`config.mk`:
```
export PLATFORM = sky130hd
export DESIGN_NAME = bitmap_block_allocator
export DESIGN_NICKNAME = d
export VERILOG_FILES = /design/src/hw/rtl/bba_pkg.sv /design/src/hw/rtl/bba_addsub.sv /design/src/hw/rtl/bba_seq.sv /design/src/hw/rtl/bitmap_block_allocator.sv
export SDC_FILE = /design/constraint.sdc
export NUM_CORES = 1
export LEC_CHECK = 0
export ABC_AREA = 0
export ABC_CLOCK_PERIOD_IN_PS = 17970
export BUFFER_PORTS_ARGS = -buffer_cell sky130_fd_sc_hd__buf_2
export CAP_MARGIN = 20
export CELL_PAD_IN_SITES_DETAIL_PLACEMENT = 1
export CELL_PAD_IN_SITES_GLOBAL_PLACEMENT = 1
export CORE_ASPECT_RATIO = 0.8
export CORE_MARGIN = 1
export CORE_UTILIZATION = 46
export DETAILED_ROUTE_END_ITERATION = 7
export GPL_TIMING_DRIVEN = 0
export PLACE_DENSITY_LB_ADDON = 0.1
export REMOVE_ABC_BUFFERS = 1
export SETUP_SLACK_MARGIN = 0.4
export SYNTH_ARGS = -nofsm -noshare
export SYNTH_HDL_FRONTEND = slang
export SYNTH_HIERARCHICAL = 1
export SYNTH_SLANG_ARGS = --single-unit
```
`constraint.sdc`:
```
create_clock -name clk_i -period 17.97 [get_ports clk_i]
set_input_delay 1.797 -clock clk_i [delete_from_list [all_inputs] [get_ports clk_i]]
set_output_delay 1.797 -clock clk_i [all_outputs]
set_load 0.02 [all_outputs]
```
`src/hw/rtl/bba_pkg.sv`:
```
// ----------------------------------------------------------------------------
// bba_pkg
// Shared types and constants for the bitmap block allocator.
// ----------------------------------------------------------------------------
package bba_pkg;

  localparam int unsigned ADDR_W          = 32;
  localparam int unsigned BSIZE_W         = 17;
  localparam int unsigned DEF_NUM_BLOCKS  = 64;

  localparam logic [ADDR_W-1:0]  BASE_RESET  = '0;
  localparam logic [BSIZE_W-1:0] BSIZE_RESET = 17'd16;

  // config register indexes
  localparam logic CFG_BASE_ADDRESS = 1'b0;
  localparam logic CFG_BLOCK_SIZE   = 1'b1;

  typedef enum logic [1:0] {
    CMD_ALLOC    = 2'd0,
    CMD_FREE     = 2'd1,
    CMD_CONTAINS = 2'd2
  } cmd_e;

  typedef enum logic [2:0] {
    ST_OK         = 3'd0,
    ST_EXHAUSTED  = 3'd1,
    ST_MISALIGNED = 3'd2,
    ST_DOUBLE     = 3'd3,
    ST_RANGE      = 3'd4
  } status_e;

  typedef enum logic [2:0] {
    S_IDLE,
    S_SCAN,
    S_OFFSET,
    S_DIV,
    S_CHECK,
    S_DONE
  } state_e;

  typedef enum logic [1:0] {
    MAP_NONE,
    MAP_SET,
    MAP_CLR
  } map_op_e;

  typedef enum logic {
    ALU_ADD,
    ALU_SUB
  } alu_op_e;

  typedef struct packed {
    logic [ADDR_W-1:0] block_address;
    logic              hit;
    status_e           status;
  } result_t;

endpackage

```
`src/hw/rtl/bba_addsub.sv`:
```
// ----------------------------------------------------------------------------
// bba_addsub
// Shared 32-bit add/subtract unit. Bit 32 is the carry on add and the
// borrow on subtract.
// ----------------------------------------------------------------------------
module bba_addsub
  import bba_pkg::*;
(
  input  logic [ADDR_W-1:0] a_i,
  input  logic [ADDR_W-1:0] b_i,
  input  alu_op_e           op_i,
  output logic [ADDR_W:0]   res_o
);

  always_comb begin
    unique case (op_i)
      ALU_ADD: res_o = {1'b0, a_i} + {1'b0, b_i};
      ALU_SUB: res_o = {1'b0, a_i} - {1'b0, b_i};
      default: res_o = '0;
    endcase
  end

endmodule

```
`src/hw/rtl/bba_seq.sv`:
```
// ----------------------------------------------------------------------------
// bba_seq
// Command sequencer: bit scan for allocate, offset and restoring division
// for free / contains, all on one shared add/subtract unit.
// ----------------------------------------------------------------------------
module bba_seq
  import bba_pkg::*;
#(
  parameter int unsigned NUM_BLOCKS = DEF_NUM_BLOCKS,
  parameter int unsigned IDX_W      = (NUM_BLOCKS > 1) ? $clog2(NUM_BLOCKS) : 1
) (
  input  logic                  clk_i,
  input  logic                  rst_ni,
  input  logic                  in_valid_i,
  output logic                  in_ready_o,
  input  logic [1:0]            in_cmd_i,
  input  logic [ADDR_W-1:0]     in_addr_i,
  input  logic [ADDR_W-1:0]     base_i,
  input  logic [BSIZE_W-1:0]    bsize_i,     // already forced nonzero
  input  logic [NUM_BLOCKS-1:0] free_map_i,
  output logic                  done_o,
  input  logic                  ack_i,
  output result_t               res_o,
  output map_op_e               map_op_o,
  output logic [IDX_W-1:0]      map_idx_o
);

  localparam int unsigned CNT_W = $clog2(ADDR_W);
  localparam logic [CNT_W-1:0]  CNT_LAST  = CNT_W'(ADDR_W - 1);
  localparam logic [IDX_W-1:0]  IDX_LAST  = IDX_W'(NUM_BLOCKS - 1);
  localparam logic [ADDR_W-1:0] POOL_LIM  = ADDR_W'(NUM_BLOCKS);

  state_e              state_q, state_d;
  logic [1:0]          cmd_q, cmd_d;
  logic [ADDR_W-1:0]   addr_q, addr_d;
  logic [ADDR_W-1:0]   acc_q, acc_d;       // scan address / quotient
  logic [BSIZE_W-1:0]  rem_q, rem_d;
  logic [CNT_W-1:0]    cnt_q, cnt_d;
  logic [IDX_W-1:0]    idx_q, idx_d;
  result_t             res_q, res_d;
  map_op_e             map_op_q, map_op_d;
  logic [IDX_W-1:0]    map_idx_q, map_idx_d;

  logic [ADDR_W-1:0]   alu_a, alu_b;
  alu_op_e             alu_op;
  logic [ADDR_W:0]     alu_res;
  logic [BSIZE_W:0]    rem_shift;
  logic                in_pool;

  bba_addsub u_addsub (
    .a_i   (alu_a),
    .b_i   (alu_b),
    .op_i  (alu_op),
    .res_o (alu_res)
  );

  assign rem_shift = {rem_q, acc_q[ADDR_W-1]};
  assign in_pool   = (acc_q < POOL_LIM);

  assign in_ready_o = (state_q == S_IDLE);
  assign done_o     = (state_q == S_DONE);
  assign res_o      = res_q;
  assign map_op_o   = map_op_q;
  assign map_idx_o  = map_idx_q;

  always_comb begin
    state_d   = state_q;
    cmd_d     = cmd_q;
    addr_d    = addr_q;
    acc_d     = acc_q;
    rem_d     = rem_q;
    cnt_d     = cnt_q;
    idx_d     = idx_q;
    res_d     = res_q;
    map_op_d  = map_op_q;
    map_idx_d = map_idx_q;
    alu_a     = '0;
    alu_b     = '0;
    alu_op    = ALU_ADD;

    unique case (state_q)
      S_IDLE: begin
        if (in_valid_i) begin
          cmd_d    = in_cmd_i;
          addr_d   = in_addr_i;
          res_d    = '{block_address: '0, hit: 1'b0, status: ST_OK};
          map_op_d = MAP_NONE;
          unique case (in_cmd_i)
            CMD_ALLOC: begin
              acc_d   = base_i;
              idx_d   = '0;
              state_d = S_SCAN;
            end
            CMD_FREE, CMD_CONTAINS: state_d = S_OFFSET;
            default:                state_d = S_DONE;
          endcase
        end
      end

      S_SCAN: begin
        alu_a  = acc_q;
        alu_b  = ADDR_W'(bsize_i);
        alu_op = ALU_ADD;
        if (free_map_i[idx_q]) begin
          res_d     = '{block_address: acc_q, hit: 1'b1, status: ST_OK};
          map_op_d  = MAP_CLR;
          map_idx_d = idx_q;
          state_d   = S_DONE;
        end else if (idx_q == IDX_LAST) begin
          res_d.status = ST_EXHAUSTED;
          state_d      = S_DONE;
        end else begin
          acc_d = alu_res[ADDR_W-1:0];
          idx_d = idx_q + 1'b1;
        end
      end

      S_OFFSET: begin
        alu_a  = addr_q;
        alu_b  = base_i;
        alu_op = ALU_SUB;
        if (alu_res[ADDR_W]) begin
          // below base: contains misses, free is out of range
          if (cmd_q == CMD_FREE) begin
            res_d.status = ST_RANGE;
          end
          state_d = S_DONE;
        end else begin
          acc_d   = alu_res[ADDR_W-1:0];
          rem_d   = '0;
          cnt_d   = '0;
          state_d = S_DIV;
        end
      end

      S_DIV: begin
        // restoring divide, one quotient bit a cycle
        alu_a  = ADDR_W'(rem_shift);
        alu_b  = ADDR_W'(bsize_i);
        alu_op = ALU_SUB;
        if (alu_res[ADDR_W]) begin
          rem_d = rem_shift[BSIZE_W-1:0];
        end else begin
          rem_d = alu_res[BSIZE_W-1:0];
        end
        acc_d = {acc_q[ADDR_W-2:0], ~alu_res[ADDR_W]};
        cnt_d = cnt_q + 1'b1;
        if (cnt_q == CNT_LAST) begin
          state_d = S_CHECK;
        end
      end

      S_CHECK: begin
        if (cmd_q == CMD_CONTAINS) begin
          res_d.hit = in_pool;
        end else if (!in_pool) begin
          res_d.status = ST_RANGE;
        end else if (free_map_i[acc_q[IDX_W-1:0]]) begin
          res_d.status = ST_DOUBLE;
        end else begin
          map_op_d     = MAP_SET;
          map_idx_d    = acc_q[IDX_W-1:0];
          res_d.status = (rem_q != '0) ? ST_MISALIGNED : ST_OK;
        end
        state_d = S_DONE;
      end

      S_DONE: begin
        if (ack_i) begin
          state_d = S_IDLE;
        end
      end

      default: state_d = S_IDLE;
    endcase
  end

  always_ff @(posedge clk_i or negedge rst_ni) begin
    if (!rst_ni) begin
      state_q  <= S_IDLE;
      map_op_q <= MAP_NONE;
    end else begin
      state_q  <= state_d;
      map_op_q <= map_op_d;
    end
  end

  always_ff @(posedge clk_i) begin
    cmd_q     <= cmd_d;
    addr_q    <= addr_d;
    acc_q     <= acc_d;
    rem_q     <= rem_d;
    cnt_q     <= cnt_d;
    idx_q     <= idx_d;
    res_q     <= res_d;
    map_idx_q <= map_idx_d;
  end

endmodule

```
`src/hw/rtl/bitmap_block_allocator.sv`:
```
// ----------------------------------------------------------------------------
// bitmap_block_allocator
// Fixed-size block allocator over a pool of NUM_BLOCKS blocks with a
// free bitmap, an iterative sequencer and a registered result beat.
// ----------------------------------------------------------------------------
//
//  port group  | dir | beat contents
//  ------------+-----+------------------------------------------------------
//  s_axis_*    | in  | tuser: cmd; tdata: address
//  m_axis_*    | out | tdata: block_address, hit, status, all_free
//  cfg_*_i     | in  | write-only: 0 base_address, 1 block_size
//
//  Order of work, from the accepting edge to the edge that loads the output
//  register: allocate scans the bitmap one block a cycle from the lowest
//  index and stops at the first free block or after the last one. Free and
//  contains run a 32-step restoring divide on the shared add/sub unit; a
//  free or contains below base skips it, and an unused command goes straight
//  to the result. tready is back in the cycle after the load.
//  Reset: every block free, base_address 0, block_size 16.
//  Stalls: s_axis_tready is high only while the sequencer is idle; a result
//  waiting in the output register does not block the next accept, but the
//  following result waits until the output beat is taken.
//  A block_size of 0 behaves as 1.
// ----------------------------------------------------------------------------
module bitmap_block_allocator
  import bba_pkg::*;
#(
  parameter int unsigned NUM_BLOCKS = DEF_NUM_BLOCKS
) (
  input  logic              clk_i,
  input  logic              rst_ni,
  // input stream
  input  logic              s_axis_tvalid,
  output logic              s_axis_tready,
  input  logic [31:0]       s_axis_tdata,   // [31:0] address
  input  logic [1:0]        s_axis_tuser,   // [1:0] cmd
  // result stream
  output logic              m_axis_tvalid,
  input  logic              m_axis_tready,
  output logic [39:0]       m_axis_tdata,   // [31:0] block_address, [32] hit,
                                            // [35:33] status, [36] all_free
  // configuration writes
  input  logic              cfg_we_i,
  input  logic              cfg_index_i,
  input  logic [31:0]       cfg_data_i
);

  localparam int unsigned IDX_W = (NUM_BLOCKS > 1) ? $clog2(NUM_BLOCKS) : 1;

  // config registers
  logic [ADDR_W-1:0]  base_q;
  logic [BSIZE_W-1:0] bsize_q;
  logic [BSIZE_W-1:0] bsize_eff;

  always_ff @(posedge clk_i or negedge rst_ni) begin
    if (!rst_ni) begin
      base_q  <= BASE_RESET;
      bsize_q <= BSIZE_RESET;
    end else if (cfg_we_i) begin
      unique case (cfg_index_i)
        CFG_BASE_ADDRESS: base_q  <= cfg_data_i;
        CFG_BLOCK_SIZE:   bsize_q <= cfg_data_i[BSIZE_W-1:0];
        default: ;
      endcase
    end
  end

  assign bsize_eff = (bsize_q == '0) ? BSIZE_W'(1) : bsize_q;

  // free bitmap, bit set while the block is free
  logic [NUM_BLOCKS-1:0] free_map_q, free_map_d;

  logic             seq_done;
  logic             seq_ack;
  result_t          seq_res;
  map_op_e          seq_map_op;
  logic [IDX_W-1:0] seq_map_idx;

  bba_seq #(
    .NUM_BLOCKS (NUM_BLOCKS),
    .IDX_W      (IDX_W)
  ) u_seq (
    .clk_i      (clk_i),
    .rst_ni     (rst_ni),
    .in_valid_i (s_axis_tvalid),
    .in_ready_o (s_axis_tready),
    .in_cmd_i   (s_axis_tuser),
    .in_addr_i  (s_axis_tdata),
    .base_i     (base_q),
    .bsize_i    (bsize_eff),
    .free_map_i (free_map_q),
    .done_o     (seq_done),
    .ack_i      (seq_ack),
    .res_o      (seq_res),
    .map_op_o   (seq_map_op),
    .map_idx_o  (seq_map_idx)
  );

  // output register
  logic    out_valid_q, out_valid_d;
  result_t out_res_q;
  logic    out_all_free_q;

  // result moves out when the output slot is empty or being drained
  assign seq_ack = seq_done && (!out_valid_q || m_axis_tready);

  always_comb begin
    free_map_d = free_map_q;
    if (seq_ack) begin
      unique case (seq_map_op)
        MAP_SET: free_map_d[seq_map_idx] = 1'b1;
        MAP_CLR: free_map_d[seq_map_idx] = 1'b0;
        default: ;
      endcase
    end
  end

  always_comb begin
    out_valid_d = out_valid_q;
    if (seq_ack) begin
      out_valid_d = 1'b1;
    end else if (m_axis_tready) begin
      out_valid_d = 1'b0;
    end
  end

  always_ff @(posedge clk_i or negedge rst_ni) begin
    if (!rst_ni) begin
      free_map_q  <= '1;
      out_valid_q <= 1'b0;
    end else begin
      free_map_q  <= free_map_d;
      out_valid_q <= out_valid_d;
    end
  end

  always_ff @(posedge clk_i) begin
    if (seq_ack) begin
      out_res_q      <= seq_res;
      out_all_free_q <= &free_map_d;
    end
  end

  assign m_axis_tvalid = out_valid_q;
  assign m_axis_tdata  = {3'b000, out_all_free_q, out_res_q.status, out_res_q.hit,
                          out_res_q.block_address};

endmodule

```
== Word-level counts from Yosys, hierarchy flattened ==
Index checks and enable logic that the tools add are counted.

* Bits in registers: 292
* Latch bits: 0
* RAM bits: 0
* Memory bits (read-only): 0
* Bits of input ports: 72
* Output and inout port bits: 42
* Word-level logic and storage cells: 158
* Memories: 0

* Add/subtract/negate cells: 4
* Multiply operators: 0
* Divide/modulo/power cells: 0
* Magnitude comparators: 5
* Equality and inequality tests: 28
* Shift operators: 0
* Muxes and demuxes: 64
* Bitwise gates (word level): 6
* Reductions and logical operators: 31

{| class="wikitable"
|+ Operator list
! kind !! number
|-
| 2-to-1 mux 32 bit || 5
|-
| one-hot mux 32 bit (2 select lines) || 2
|-
| one-hot mux 32 bit (4 select lines) || 1
|-
| one-hot mux 64 bit (2 select lines) || 1
|-
| one-hot mux 32 bit (3 select lines) || 1
|-
| one-hot mux 33 bit (2 select lines) || 1
|-
| AND 64 bit || 1
|-
| 2-to-1 mux 64 bit || 1
|-
| inverter 64 bit || 1
|-
| OR 64 bit || 1
|-
| AND reduction 64 bit || 1
|-
| 2-to-1 mux 17 bit || 3
|-
| 2-to-1 mux 6 bit || 8
|-
| 2-to-1 mux 3 bit || 13
|-
| 2-to-1 mux 36 bit || 1
|-
| one-hot mux 17 bit (2 select lines) || 1
|-
| adder 32 x 32 -> 33 bit || 1
|-
| 2-to-1 mux 33 bit || 1
|-
| subtractor 32 x 32 -> 33 bit || 1
|-
| less-than comparator 32 x 7 -> 1 bit (second input constant) || 1
|-
| one-hot mux 6 bit (2 select lines) || 2
|-
| less-than comparator 6 x 7 -> 1 bit (second input constant) || 3
|-
| one-hot mux 3 bit (6 select lines) || 1
|-
| AND reduction 6 bit || 3
|-
| 39 further kinds || 83
|}

== Logic depth before layout (Yosys ltp) ==
Gate-level depths: netlist (run 1).

* Depth after elaboration: 9
* Gate-level depth with buffers: 25
* Gate-level depth less buffers: 22

== Cells and area by module ==
Netlist (run 1), hierarchy kept.

{| class="wikitable"
|+ Modules (own cells, without submodules)
! module !! times used !! cells an instance !! area an instance (µm²) !! sequential area each (µm²)
|-
| bba_seq || 1 || 649 || 7691.1 || 4209.0
|-
| bitmap_block_allocator || 1 || 537 || 6764.0 || 4045.1
|-
| bba_addsub || 1 || 372 || 2592.5 || 0.0
|}

== Worst setup path after synthesis (run 1) ==
No wires, ideal clock.

* Path kind: register -> register
* From: register u_seq.state_q[2]
* To: register u_seq.acc_q[0] (enable)
* Library setup time: 0.474 ns
* Arrival: 6.684 ns
* Data required time: 17.496 ns
* Setup slack: 10.812 ns
* Cell stages (with the launch flop): 22
* Buffers on the path: 3
* Clock period less this slack: 7.158 ns
* Cell sequence: dfrtp_1 > nor2b_1 > and2_1 > clkbuf_1 > clkbuf_1 > a22o_1 > inv_1 > ha_1 > and3_1 > and2_1 > nor2_1 > xnor2_1 > ha_1 > buf_4 > nand2_1 > or3_4 > a221o_2 > a21oi_2 > a211oi_2 > xor2_1 > nor2b_1 > a221oi_1

* Longest elaborated chain between the ends: 7
* Elaborated cells on any way between the ends: 20
* Those cells by class: add/sub: 2; eq/ne: 8; mux: 4; bitwise: 1; reduce/logical: 5

{| class="wikitable"
|+ RTL lines
! item !! line !! text
|-
| from (decl) || bba_seq.sv:33 || <nowiki>state_e state_q, state_d;</nowiki>
|-
| from (signal assigned) || bba_seq.sv:183 || <nowiki>state_q <= state_d;</nowiki>
|-
| equality test 3 x 2 -> 1 bit / equality test 3 x 1 -> 1 bit (equally long branches) || bba_seq.sv:81 || <nowiki>unique case (state_q)</nowiki>
|-
| OR reduction 2 bit (no source line) || -- ||
|-
| one-hot mux 32 bit (2 select lines) * || bba_seq.sv:81 ||
|-
| net u_seq.alu_b[0] || bba_seq.sv:44 || <nowiki>logic [ADDR_W-1:0] alu_a, alu_b;</nowiki>
|-
| subtractor 32 x 32 -> 33 bit / adder 32 x 32 -> 33 bit (equally long branches) || bba_addsub.sv:18, bba_addsub.sv:17 ||
|-
| one-hot mux 33 bit (2 select lines) * || bba_addsub.sv:16 || <nowiki>unique case (op_i)</nowiki>
|-
| net u_seq.alu_res[32] || bba_seq.sv:46 || <nowiki>logic [ADDR_W:0] alu_res;</nowiki>
|-
| inequality test 2 bit (no source line) * || -- ||
|-
| AND reduction 6 bit (no source line) * || -- ||
|-
| to (signal assigned) || bba_seq.sv:191 || <nowiki>acc_q <= acc_d;</nowiki>
|-
| to (decl) || bba_seq.sv:36 || <nowiki>logic [ADDR_W-1:0] acc_q, acc_d;</nowiki>
|}

The timed path passes the listed nets; every way through them passes the cells marked *.
A chain may end at the register's enable or synchronous reset.

== Worst setup path in the final report (run 1) ==
* From: register u_seq.state_q[1]
* To: register u_seq.res_q, in the netlist u_seq/res_o[0] (enable)

* Longest elaborated chain between the ends: 7
* Elaborated cells on any way between the ends: 21
* Those cells by class: add/sub: 2; eq/ne: 9; mux: 4; bitwise: 1; reduce/logical: 5

{| class="wikitable"
|+ RTL lines
! item !! line !! text
|-
| equality test 3 x 2 -> 1 bit / equality test 3 x 1 -> 1 bit (equally long branches) || bba_seq.sv:81 ||
|-
| OR reduction 2 bit (no source line) || -- ||
|-
| one-hot mux 32 bit (2 select lines) * || bba_seq.sv:81 ||
|-
| net u_seq.alu_b[0] || bba_seq.sv:44 ||
|-
| subtractor 32 x 32 -> 33 bit / adder 32 x 32 -> 33 bit (equally long branches) || bba_addsub.sv:18, bba_addsub.sv:17 ||
|-
| one-hot mux 33 bit (2 select lines) * || bba_addsub.sv:16 ||
|-
| net u_seq.alu_res[32] || bba_seq.sv:46 ||
|-
| inequality test 2 x 1 -> 1 bit (no source line) * || -- ||
|-
| AND reduction 6 bit (no source line) * || -- ||
|-
| to (signal assigned) || bba_seq.sv:195 || <nowiki>res_q <= res_d;</nowiki>
|-
| to (decl) || bba_seq.sv:40 || <nowiki>result_t res_q, res_d;</nowiki>
|}

Marks and branches as above.

==> flow_summary.toml, run 1 <==
[placement]
routabilityCongestion = 0.914
dp_cells = 2033
hpwl_um = 40100
placed_area_um2 = 18100
numPortBuffers = 110

[routing]
via_count = 13600
wl_per_cell_um = 26.8
routed_via_density = 6.49
drc = 0
drt_iter0_markers = 1321
wl_um = 56200
drt_pre_antenna_iters = 5
ant_nets = 0

[setup_path]
crit_top_cell = "a21oi_1"
worst_ep_arrival_time_ns = 7.91
crit_fanout = 31
crit_path_end_kind = "register"
path_class = "reg -> reg"
r2r_setup_slack_ns = 10.26
critical-path-slowest-cell = "xor2_4"
reg2reg_from = "u_seq/state_q[1]"
slowest_delay_ns = 0.80
startpoint_type = "register"
required_ns = 18.17
crit_chain = "nor2b_4 > buf_12 > and2_2 > a22o_1 > inv_1 > ha_1 > and3_1 > and2_1 > nor2_1 > xnor2_1 > ha_1 > nand2_1 > or3_4 > a221o_2 > a21oi_2 > a211oi_2 > xor2_4 > nor2b_1 > nand3b_1 > a21oi_1 > a21oi_1 > a21oi_1"
crit_start = "u_seq/state_q[1]"

[yosys]
async_flop_share = 0.408
ys_ff_latch = 292
synth_flop_cell = "edfxtp_1"
ys_types = 87
synth_area_um2 = 17000
synth_edf_count = 173
seq_area_frac_synth = 0.484
netlist_instances = 1558
yosysWarningCount = 6
avgSynthCellArea_um2 = 10.9

[clocking]
cts_buffers = 34
cts_setup_buffers = 0
cts_tree = "yes"
clk_pin_slew_ns = 0.06
ctsResizeCount = 0
clockBufferDepth = 3
cts_max_level = 2
cts_hold_buf = 0
cts_sinks = 292
cts-root-buf = "clkbuf_16"
clock_latency_ns = 0.54

[timing]
skew_ns = 0.0352
fmax_mhz = 130
slew_viol_final = 0
fin_hold_ws_ns = 0.416
final_hold_viol_count = 0
setup_viol = 0
tns_ns = 0
fin_crit_sh = 0.429
min_period_ns = 7.71
relSlewSlack = 0.257
rsz0062_at_grt = "false"
worstMarginPinSlew_ns = 1.11

[layout]
fin_area_um2 = 19300
fin_cells = 2095
final_util = 0.532
final_cell_mix = "173 x edfxtp_1, 118 x a21oi_1, 109 x buf_2, 105 x nand2_1, 86 x o21ai_0"
final_common_cell = "edfxtp_1"
final_nets = 1702
num-fill-cells = 3829
drive_gt1_frac = 0.235
n_antenna_cell = 0
area_growth_pct = 13.0

[hold_path]
hold_class = "reg -> reg"
holdCritStartpoint = "u_seq/res_o[25]"

[floorplanning]
coreArea_um2 = 36200
ios = 114
start_util = 0.471
std_cell_rows = 62
die_width_um = 217
die-area_um2 = 37800
die_h_um = 174

[job]
drv_cap = 0

[grt]
grt_use_total = 0.297
grt-ovfl-total = 0
grt_pass1_vias = 13700
antenna_found_initial = 0
grt_pass1_wl_um = 85400
grt_max_degree = 78

[power_and_ir_drop]
p_leak_nw = 7.45
ir_worst_vdd_mv = 0.139
powerDensity_nw_per_um2 = 206

[run_status]
outcome = "completed"
## layer usage
layer  routed length, um  vias up  global-route usage
li1                    -     5982                   -
met1               26000     6923               0.449
met2               23600      594               0.420
met3                5250       94              0.0756
met4                1290        0              0.0751
met5                   0        -              0.0115
## final timing paths
path	to	cells past startpoint
min reg2reg	m_axis_tdata[21]	0
min	m_axis_tdata[21]	0
max in group asynchronous	bsize_q[4]	2
min in group asynchronous	u_seq/state_q[0]	1
max	u_seq/res_o[0]	22
max reg2reg	u_seq/res_o[0]	22
## where the power goes
part	switching, mW	internal [mW]
Sequential	0.241	1.05
Combinational	1.22	0.707
Clock	0.291	0.460
## metrics by stage
| step | setup WS (ns) | total power, mW |
|---|---|---|
| floorplan | 8.36 | 2.43 |
| detailed placement | 10.47 | 3.16 |
| CTS | 10.32 | 3.94 |
| global placement | 3.54 | 3.01 |
| finish | 10.26 | 3.97 |
| global route | 9.82 | 4.17 |
## flip-flops by register name, summed over array words and instances (netlist names)
name / count
u_seq/map_idx_o: 6
u_seq/cmd_q: 2
out_all_free_q: 1
base_q: 32
u_seq/rem_q: 17
u_seq/state_q: 3
u_seq/cnt_q: 5
u_seq/acc_q: 32
u_seq/idx_q: 6
free_map_q: 64
m_axis_tvalid: 1
m_axis_tdata: 36
u_seq/res_o: 36
u_seq/map_op_o: 2
u_seq/addr_q: 32
bsize_q: 17
## layout make-up
cell class | instances | area (um2) | area share
inverters | 43 | 161 | 0.00838
flip-flops and latches | 292 | 8250 | 0.428
clock buffers | 45 | 986 | 0.0512
multi-input cells | 1087 | 8040 | 0.417
well taps | 480 | 601 | 0.0312
clock inverters | 17 | 221 | 0.0115
repair buffers | 131 | 1010 | 0.0523
## worst max-delay path, delay by kind of cell, from the launching register on
family          cells  cell delay [ns]
fa+ha+maj           2             0.70
simple gates        9             2.91
compound gates      7             1.73
flops               1             0.79
xor+xnor            2             0.88
buf+inv             2             0.33
## cell usage after synthesis, types with 18 or more instances
cell type  number  area [um2]
a21o_1         28         210
a21oi_1       118         591
a221oi_1       20         175
a22oi_1        40         300
a41oi_1        64         561
and2_1         39         244
and3_1         24         150
buf_2          18        90.1
clkbuf_1       83         312
dfrtp_1        54        1350
dfstp_2        65        1710
edfxtp_1      173        5190
ha_1           40         500
inv_1          43         161
mux2_2         56         631
mux2i_1        32         320
mux4_2         21         473
nand2_1       105         394
nand4_1        26         163
nor2_1         81         304
nor4_1         24         150
o21ai_0        87         435
xnor2_1        47         412
xor2_1         18         158
## kinds of logic (layout without fill, tap and decap cells)
group	count (synthesis)	count (layout)	synth area share
flops	292	292	0.484
mux	113	113	0.0897
fa+ha+maj	41	41	0.0305
buf+inv	181	236	0.0498
xor+xnor	65	65	0.0334
simple gates	410	410	0.131
other cells	1	3	0.000220
compound gates	455	455	0.181
No activity file was read; power rests on OpenSTA's default activity.
==> run 2, diff against run 1 <==
- ABC_CLOCK_PERIOD_IN_PS: 17970 -> 6700
- CORE_UTILIZATION: 46 -> 45
- clock period: 17.97 -> 6.7 ns (I/O delays scaled with it)
==> run 2 against run 1 <==
  * Clock power rose to 2.5 times the previous value
  * Non-clock buffer count increased by 8
  * Largest cell class unchanged
  * Combinational power increased to 2.7 times the previous value
  * The flow now finishes with violations (design-rule violations)
==> flow_summary.toml, run 2 (synthesis gave the netlist of run 1 again) <==
[run_status]
outcome = "finished with violations"
violations = "design-rule violations"

[setup_path]
crit_fanout = 26
crit_path_end_kind = "register"
r2r_setup_slack_ns = 0.65
crit_top_cell = "a21oi_1"
slowest_delay_ns = 0.56
required_ns = 6.92
critical-path-slowest-cell = "dfrtp_4"
startpoint_type = "register"
cp_top_family = "simple AND/OR/NAND/NOR gates"
worst_ep_arrival_time_ns = 6.27
cp.buffers_inverters = 3
path_class = "reg -> reg"

[layout]
multi_input_area_um2 = 8090
final_util = 0.518
final_common_cell = "edfxtp_1"
n_antenna_cell = 0
area_growth_pct = 13.1
final_nets = 1713
seq_area_um2 = 8260
drive_gt1_frac = 0.244
top_register = "free_map_q"
num-fill-cells = 3919
largest_register_ffs = 64
final_cell_mix = "173 x edfxtp_1, 117 x a21oi_1, 110 x buf_2, 104 x nand2_1, 86 x o21ai_0"
fin_area_um2 = 19300

[job]
drv_cap = 0

[power_and_ir_drop]
p_sw_frac = 0.442
p_seq_frac = 0.329
powerDensity_nw_per_um2 = 544
p_comb_frac = 0.490
p_leak_nw = 7.41
clkPwrFrac = 0.180
internal-power_mw = 5.85
ir_worst_vdd_mv = 0.209
power.switching_mw = 4.63

[floorplanning]
coreArea_um2 = 37200
std_cell_rows = 63
die_h_um = 176
die_width_um = 220
die-area_um2 = 38700
start_util = 0.458
ios = 114

[timing]
min_period_ns = 6.05
relSlewSlack = 0.262
fin_hold_ws_ns = 0.0583
worstMarginPinSlew_ns = 1.10
slew_viol_final = 0
setup_viol = 0
rsz0062_at_grt = "false"
final_hold_viol_count = 0
skew_ns = 0.0239
fin_crit_sh = 0.904
fmax_mhz = 165

[placement]
routabilityCongestion = 0.912
placed_area_um2 = 18000
numPortBuffers = 110
hpwl_um = 39300

[clocking]
cts_tree = "yes"
clk_pin_slew_ns = 0.06
cts_hold_buf = 0
clockBufferDepth = 3
cts_buffers = 34
clock_latency_ns = 0.53
cts-root-buf = "clkbuf_16"
cts_sinks = 292
cts_max_level = 2

[grt]
grt_pass1_vias = 13600
grt_max_degree = 82
grt_pass1_wl_um = 84900
grt_use_total = 0.291
grt-ovfl-total = 0
antenna_found_initial = 0

[routing]
drt_pre_antenna_iters = 8
wl_per_cell_um = 26.6
ant_nets = 0
via_count = 13600
wl_um = 56100
drc = 20
routed_via_density = 6.46
drt_iter0_markers = 1228

[hold_path]
hold_class = "in -> async"
==> run 2: changes by cell type in the layout (fill, tap and decap cells not counted), moves of 2 or more <==
| cell | delta |
|---|---|
| buf_12 | +4 |
| buf_16 | -4 |
| buf_4 | +6 |
| clkbuf_1 | +6 |
| clkbuf_16 | -2 |
| clkbuf_8 | -3 |
| clkinv_2 | -3 |
| dfrtp_1 | -3 |
| dfrtp_4 | +2 |
| ha_1 | -2 |
| ha_2 | +2 |
| inv_1 | -2 |
| nor2b_1 | -2 |
| nor2b_2 | +2 |
==> run 2: worst reg2reg max path, cell delays in order (launching register included) <==
cell and delay [ns]:
dfrtp_4 0.56, nor2b_4 0.18, buf_16 0.18, and2_4 0.17, buf_12 0.17, a22o_1 0.25
nor3_2 0.25, and3_1 0.23, and2_1 0.24, nand2_2 0.18, nor2_1 0.24, a31oi_1 0.14
xnor2_1 0.16, ha_1 0.36, a21oi_1 0.22, o21ai_0 0.17, nor3b_1 0.36, a21oi_4 0.13
a211oi_2 0.35, xor2_4 0.19, buf_12 0.21, nor2b_4 0.25, nand3b_1 0.10, a21oi_1 0.15
a21oi_1 0.07, a21oi_2 0.23
==> run 2: path summary, 6_finish.rpt <==
kind                                        from               to  cells past startpoint
worst max-delay path            u_seq/state_q[1]   u_seq/res_o[0]                     25
worst min-delay path                      rst_ni       base_q[25]                      1
worst max register to register  u_seq/state_q[1]   u_seq/res_o[0]                     25
worst min register to register    u_seq/res_o[7]  m_axis_tdata[3]                      0
max in group asynchronous                 rst_ni   free_map_q[30]                      2
min in group clk_i               s_axis_tdata[7]  u_seq/addr_q[7]                      1
==> run 2: cell type report <==
cell class | count | area share
Multi-Input combinational cell | 1089 | 0.420
Clock buffer | 46 | 0.0476
Sequential cell | 292 | 0.429
Timing Repair inverter | 1 | 0.000260
Clock inverter | 14 | 0.00961
Timing Repair Buffer | 139 | 0.0539
Inverter | 43 | 0.00857
Tap cell | 487 | 0.0316
==> run 2: timing repair <==
action / 4_1_cts / 5_1_grt
cloned: 2 / 1
endpoints found under the setup margin: 86 / 51
setup buffers: 4 / 3
pin swaps: 1 / 1
resized for setup: 13 / 5
==> run 2: stage by stage <==
stage	std cells	setup slack (ns)	power (mW)	TNS, ns
after floorplan	1422	-2.91	6.53	-166.83
after global placement	2019	-7.81	8.05	-628.47
after detailed placement	2040	-0.816	8.39	-31.05
after CTS	2106	0.406	10.4	0
after global routing	2111	0.393	11.1	0
final	2111	0.646	10.5	0
==> run 2: power groups by stage <==
stage	Combinational [mW]	Clock [mW]	Sequential, mW
after global placement	4.56	0	3.50
after CTS	5.04	1.92	3.44
after global routing	5.56	1.98	3.51
after detailed placement	4.93	0	3.46
after floorplan	3.17	0	3.36
final	5.14	1.89	3.45
==> run 2: per-layer routing <==
metal / GRT usage / vias to the layer above / part of all wire
met4: 0.0828 / 0 / 0.023
met5: 0 / - / 0
met2: 0.407 / 545 / 0.42
li1: - / 6013 / -
met1: 0.452 / 6995 / 0.48
met3: 0.0548 / 83 / 0.081
